--- config.mk ---
export PLATFORM = sky130hd
export DESIGN_NAME = fdly_mul
export DESIGN_NICKNAME = d
export VERILOG_FILES = /design/src/design/fdly_pkg.sv /design/src/design/fdly_mul.sv
export SDC_FILE = /design/constraint.sdc
export NUM_CORES = 1
export LEC_CHECK = 0
export BUFFER_PORTS_ARGS = -buffer_cell sky130_fd_sc_hd__buf_2
export CAP_MARGIN = 20
export CORE_MARGIN = 2
export CORE_UTILIZATION = 37
export DETAILED_ROUTE_END_ITERATION = 12
export SYNTH_ARGS = -nofsm -noshare
export SYNTH_HDL_FRONTEND = slang
export SYNTH_SLANG_ARGS = --single-unit
--- constraint.sdc ---
create_clock -name clk_i -period 14.3 [get_ports clk_i]
set_input_delay 1.43 -clock clk_i [delete_from_list [all_inputs] [get_ports clk_i]]
set_output_delay 1.43 -clock clk_i [all_outputs]
set_load 0.02 [all_outputs]
--- src/design/fdly_pkg.sv ---
// Shared constants and types of the feedback delay effect unit.
package fdly_pkg;

  localparam int unsigned CHANNELS   = 8;
  localparam int unsigned CH_W       = $clog2(CHANNELS);
  localparam int unsigned MAX_LINE   = 524288;
  localparam int unsigned POS_W      = $clog2(MAX_LINE);
  localparam int unsigned LEN_W      = POS_W + 1;
  localparam int unsigned ADDR_W     = CH_W + POS_W;
  localparam int unsigned DEPTH      = CHANNELS * MAX_LINE;
  localparam int unsigned SAMPLE_W   = 16;
  localparam int unsigned TDATA_W    = ((CH_W + SAMPLE_W + 7) / 8) * 8;

  localparam int unsigned MUL_W      = 19;
  localparam int unsigned PROD_W     = 2 * MUL_W;

  localparam int unsigned CFG_IDX_W  = 2;
  localparam int unsigned CFG_DATA_W = 16;

  localparam int unsigned DELAY_W    = 13;
  localparam int unsigned PCT_W      = 7;
  localparam int unsigned SPM_W      = 6;
  localparam int unsigned GAIN_W     = 8;
  localparam int unsigned BLK_W      = 11;

  localparam int unsigned DELAY_MIN  = 10;
  localparam int unsigned DELAY_MAX  = 5000;
  localparam int unsigned DELAY_OFS  = 5;
  localparam int unsigned PCT_MAX    = 100;
  localparam int unsigned SPM_MIN    = 1;
  localparam int unsigned SPM_MAX    = 48;
  localparam int unsigned BLOCK_BIAS = 159;
  localparam int unsigned BLOCK_MUL  = 5;

  // floor(x / 160) = (x * RECIP160) >> RECIP160_SHIFT for x below 2^18.
  localparam int unsigned RECIP160       = 209716;
  localparam int unsigned RECIP160_SHIFT = 25;
  // floor(x / 25) = (x * RECIP25) >> RECIP25_SHIFT for x up to 3200.
  localparam int unsigned RECIP25        = 2622;
  localparam int unsigned RECIP25_SHIFT  = 16;
  // pct * 128 / 100 equals (pct * 32) / 25.
  localparam int unsigned PCT_SHIFT      = 5;

  localparam int unsigned LEN_RESET  = 160;
  localparam int unsigned FB_RESET   = 0;
  localparam int unsigned OG_RESET   = 128;

  typedef enum logic [CFG_IDX_W-1:0] {
    CFG_DELAY_MS       = 2'd0,
    CFG_FEEDBACK_PCT   = 2'd1,
    CFG_OUTPUT_PCT     = 2'd2,
    CFG_SAMPLES_PER_MS = 2'd3
  } cfg_idx_e;

  typedef enum logic [3:0] {
    ST_IDLE,
    ST_CALC_PROD,
    ST_CALC_BLOCKS,
    ST_CALC_LEN,
    ST_CALC_FB,
    ST_CALC_OG,
    ST_CALC_DONE,
    ST_READ,
    ST_MIX,
    ST_OUT
  } state_e;

endpackage

--- src/design/fdly_mul.sv ---
// Shared signed multiplier with a registered product.
module fdly_mul import fdly_pkg::*; (
  input  logic                     clk_i,
  input  logic                     en_i,
  input  logic signed [MUL_W-1:0]  a_i,
  input  logic signed [MUL_W-1:0]  b_i,
  output logic signed [PROD_W-1:0] p_o
);

  logic signed [PROD_W-1:0] p_q;

  always_ff @(posedge clk_i) begin
    if (en_i) begin
      p_q <= a_i * b_i;
    end
  end

  assign p_o = p_q;

endmodule
==> results.py, run 1 <==
metrics = {
    "outcome": {
        "outcome": "finished, final reports clean",
    },
    "yosys": {
        "yosys_most_used_dff": "edfxtp_1",
        "synthTopCellsByArea": "fa_1 (51%), ha_1 (9.8%), inv_1 (9.2%)",
        "ys_types": 45,
        "synth_warnings": 0,
        "synth-edff-count": 38,
        "synth_cells": 1465,
        "ys_seq_elements": 38,
        "yosysSeqAreaShare_pct": 7.87,
        "synthArstFlopShare_pct": 0,
        "yosysTopAreaCell": "fa_1",
        "netlist.area_leader.share_pct": 51.0,
        "avgSynthCellArea_um2": 9.89,
        "synth_fp_nets": 1987,
        "netlist_area_mm2": 0.0145,
    },
    "worst_hold_path": {
        "whs_path_depth": 2,
        "hp-start": "a_i[0]",
        "hold_path_end": "p_o[0]",
        "hold_path_class": "input port to flop",
    },
    "clock_network": {
        "post_cts_buffers": 0,
        "cts_root_buf": "clkbuf_16",
        "cts_tree": "done",
        "cts_resized": 0,
        "holdBufCountCts": 0,
        "cts-htree-levels": 2,
        "clkSlewWorstSetupHoldPaths_ns": 0.06,
        "clock_sinks": 38,
        "clock_path_buffers": 2,
        "numCtsBuffers": 5,
    },
    "setup_path": {
        "critPathLaunchType": "input port",
        "crit_required_ns": 14.34,
        "worst-path-max-fanout": 19,
        "slowest_delay_ns": 0.58,
        "end_kind": "flop",
        "critPathSlowestCell": "fa_1",
        "cp.arrival_ns": 8.21,
        "crit_chain": "buf_2, nand2_1, fa_1, inv_1, fa_1, inv_1, fa_1, inv_1, fa_1, fa_1, fa_1, fa_1, ha_1, nand4_1, nor4_1, nor2_1, o311ai_1, nand2_1, o31ai_1, xor2_1",
        "path_buf_inv": 4,
        "critPathKind": "input port to flop",
        "crit_path_frequent_cell": "fa_1",
        "crit_family": "adder cells",
    },
    "timing": {
        "hold_viol": 0,
        "period_needed_ns": 8.16,
        "setup_viol_count_final": 0,
        "finalSetupTns_ns": 0,
        "finalCritPeriodShare_pct": 57.1,
        "drv_slew": 0,
        "worst_slew_pin_slew_ns": 0.956,
        "timing.fmax_ghz": 0.123,
        "rsz0062_at_grt": "false",
        "slew_headroom_pct": 36.3,
    },
    "layout": {
        "fillers": 3876,
        "area_growth_syn_to_layout_pct": 7.09,
        "largest_reg_flops": 38,
        "finalNetCount": 2017,
        "layout_common_cells": "fa_1 (369), inv_1 (357), and2_1 (184)",
        "final_layout_size_suffix_gt1_share_pct": 6.02,
        "mostFrequentLayoutCell": "fa_1",
    },
    "floorplan": {
        "fp.dieW_um": 202,
        "core.rowCount": 72,
        "start_util_pct": 37.5,
        "die_y_um": 202,
        "core_mm2": 0.0386,
        "die_area_mm2": 0.0408,
        "pin_count": 78,
    },
    "grt": {
        "grt_pass1_wl_um": 59200,
        "overflow": 0,
        "grt_max_degree": 39,
        "grt_usage_pct": 18.5,
        "antenna_found_initial": 0,
        "first_global_vias": 11100,
    },
    "routing": {
        "drcViolationCount": 0,
        "dr.pass1.iters": 5,
        "drt-total-wl_um": 35000,
        "vias": 9798,
        "wire_per_inst_um": 17.4,
        "viasPerCell": 4.86,
        "drt_iter0_drc": 408,
        "route.antenna.remaining_nets": 0,
    },
    "placement": {
        "gp_congestion": 0.835,
        "portBuffers": 77,
        "hpwl_um": 29700,
    },
    "job": {
        "maxCapViolations": 0,
    },
}
==> cell type report <==
class                      count  area (um2)  share of cell area [%]
multi-input combinational   1016       11800                    76.1
inverter                     357        1340                    8.64
sequential                    38        1140                    7.35
tap                          518         648                    4.18
timing repair buffer          77         385                    2.48
clock buffer                   5         125                   0.806
clock inverter                 3        68.8                   0.443
antenna                        1        2.50                  0.0161
==> per-layer routing <==
metal  routed length (um)  track usage (%)
met1                13900             22.9
met4                 1100             5.59
met3                 1550             3.08
met5                    0                0
met2                18500             32.9
==> how the worst max path moves through the flow <==
stage / to / cells after the start / start
3_3_place_gp: p_o[36] / 20 / b_i[1]
4_1_cts: p_o[36] / 20 / a_i[17]
6_report: p_o[36] / 20 / a_i[17]
2_1_floorplan: p_o[34] / 25 / a_i[18]
5_1_grt: p_o[36] / 20 / a_i[17]
3_5_place_dp: p_o[36] / 20 / b_i[1]
==> through the flow <==
step	instance area, um2	cells	hold WS (ns)	util (%)	worst slack [ns]
global route	15500	2014	1.75	40.1	5.89
global placement	15300	2006	1.87	39.6	6.00
floorplan	14500	1465	1.54	-	6.39
detailed placement	15300	2006	1.88	39.6	5.93
CTS	15500	2014	1.72	40.1	6.22
finish	15500	2015	1.73	40.2	6.14
==> cells by family (layout without fill, tap and decap cells) <==
kind of cell	count (synthesis)	after routing	share of synthesized area, %
compound gates	87	87	4.12
xor+xnor	41	41	2.48
fa+ha+maj	482	482	60.7
buf+inv	411	442	10.6
flops	38	38	7.87
other cells	0	1	0
simple gates	406	406	14.1
==> Yosys cell counts, types with 5 or more instances <==
master / instances
nor3_1: 5
o21ai_0: 10
nand3_1: 5
nand2_1: 166
inv_1: 357
ha_1: 113
nand2b_1: 7
clkbuf_1: 53
a21oi_1: 25
fa_1: 369
a21o_1: 20
edfxtp_1: 38
nor2_1: 27
xor2_1: 9
and2_1: 184
xnor2_1: 32
Power of run 1 is left out: the tool's default activity adds up to more than one toggle a clock period on the data nets, which glitch-free logic cannot reach.
==> inputs of run 2 (changes only) <==
- clock period: 14.3 -> 6.7 ns (I/O delays scaled with it)
==> results.py, run 2 (same netlist as run 1, synthesis figures left out) <==
metrics = {
    "outcome": {
        "outcome": "finished, final reports clean",
    },
    "timing": {
        "setup_viol_count_final": 0,
        "worst_slew_pin_slew_ns": 0.935,
        "slew_headroom_pct": 37.7,
        "period_needed_ns": 6.62,
        "fin_hold_ws_ns": 0.944,
        "finalCritPeriodShare_pct": 98.9,
        "hold_viol": 0,
        "rsz0062_at_grt": "true",
        "timing.fmax_ghz": 0.151,
        "drv_slew": 0,
    },
    "layout": {
        "regArea_mm2": 0.00114,
        "diodes": 0,
        "layout_common_cells": "fa_1 (356), inv_1 (351), and2_1 (177)",
        "stdcell_count": 2191,
        "finalNetCount": 2194,
        "fillers": 3733,
        "multiInputGateArea_mm2": 0.0121,
        "final_layout_size_suffix_gt1_share_pct": 19.1,
        "mostFrequentLayoutCell": "fa_1",
        "area_growth_syn_to_layout_pct": 19.2,
        "largest_reg_flops": 38,
    },
    "placement": {
        "dp.cells": 2169,
        "hpwl_um": 32400,
        "gp_congestion": 0.897,
        "portBuffers": 77,
    },
    "floorplan": {
        "core_mm2": 0.0386,
        "pin_count": 78,
        "start_util_pct": 37.5,
        "die_y_um": 202,
        "fp.dieW_um": 202,
        "die_area_mm2": 0.0408,
        "core.rowCount": 72,
    },
    "grt": {
        "antenna_found_initial": 0,
        "grt_usage_pct": 18.8,
        "first_global_vias": 11400,
        "overflow": 0,
        "grt_max_degree": 39,
        "grt_pass1_wl_um": 59900,
    },
    "worst_hold_path": {
        "hp-start": "b_i[0]",
        "hold_path_end": "p_o[0]",
        "whs_path_depth": 2,
        "hold_path_class": "input port to flop",
    },
    "clock_network": {
        "cts_root_buf": "clkbuf_16",
        "cts-htree-levels": 2,
        "clkSlewWorstSetupHoldPaths_ns": 0.06,
        "holdBufCountCts": 0,
        "numCtsBuffers": 5,
        "clock_path_buffers": 2,
        "clock_sinks": 38,
        "cts_tree": "done",
    },
    "routing": {
        "viasPerCell": 4.75,
        "route.antenna.remaining_nets": 0,
        "wire_per_inst_um": 16.6,
        "drt-total-wl_um": 36400,
        "drt_iter0_drc": 442,
        "drcViolationCount": 0,
        "dr.pass1.iters": 5,
        "vias": 10400,
    },
    "setup_path": {
        "cp.arrival_ns": 6.67,
        "critPathLaunchType": "input port",
        "critPathKind": "input port to flop",
        "worst-path-max-fanout": 4,
        "end_kind": "flop",
        "crit_required_ns": 6.74,
    },
    "job": {
        "maxCapViolations": 0,
    },
}
-- run 2: cell types whose count changed in the layout (fill, tap and decap cells not counted), sizes merged --
cell	change
buf	+177
diode	-1
-- run 2: timing repair --
action,CTS,global route
resized for setup,39,57
pin swaps,29,29
gates cloned,0,1
setup endpoints to repair,8,12
setup buffers,12,3
-- run 2: worst max path at each step --
stage	cells past startpoint	slack, ns	endpoint	start
after floorplan	25	-0.02	p_o[34]	a_i[18]
after CTS	24	-0.006	p_o[37]	b_i[4]
after global routing	20	-0.1	p_o[37]	a_i[4]
after detailed placement	19	-0.45	p_o[37]	a_i[5]
final	20	0.08	p_o[37]	a_i[14]
after global placement	19	-0.41	p_o[37]	a_i[5]
-- run 2: final cells by class --
type | instances | area share, %
clock inverters | 3 | 0.398
flip-flops and latches | 38 | 6.60
inverters | 357 | 7.76
well taps | 518 | 3.75
repair buffers | 254 | 10.9
clock buffers | 5 | 0.724
multi-input cells | 1016 | 69.8
-- run 2: critical path, cell delays in order --
cell and delay, ns:
buf_4 0.14, and2_4 0.16, fa_1 0.54, inv_2 0.04, fa_1 0.56, inv_2 0.04, fa_1 0.52, fa_2 0.48
fa_1 0.54, fa_1 0.44, fa_1 0.53, ha_4 0.30, nand4_1 0.16, buf_4 0.19, o31ai_4 0.28, a311oi_2 0.17
o41a_1 0.41, o31ai_4 0.22, a31oi_1 0.13, xnor2_1 0.14
-- run 2: per-layer routing --
| layer | GRT usage (%) | part of all wire (%) | vias to the layer above |
|---|---|---|---|
| li1 | - | - | 4706 |
| met1 | 23.0 | 38 | 5428 |
| met2 | 34.8 | 55 | 223 |
| met3 | 2.02 | 3.8 | 61 |
| met4 | 5.80 | 3.3 | 0 |
| met5 | 0 | 0 | - |
-- run 2: per-stage QoR --
stage,setup WS [ns],setup TNS (ns),instance area [um2],utilization [%]
after floorplan,-0.0201,-0.0201,14600,-
after global placement,-0.406,-3.45,16600,43.0
after detailed placement,-0.450,-3.77,16600,43.0
after CTS,-0.00556,-0.00556,17100,44.2
after global routing,-0.0980,-0.352,17300,44.7
final,0.0769,0,17300,44.7
Power of run 2 is left out for the same reason.
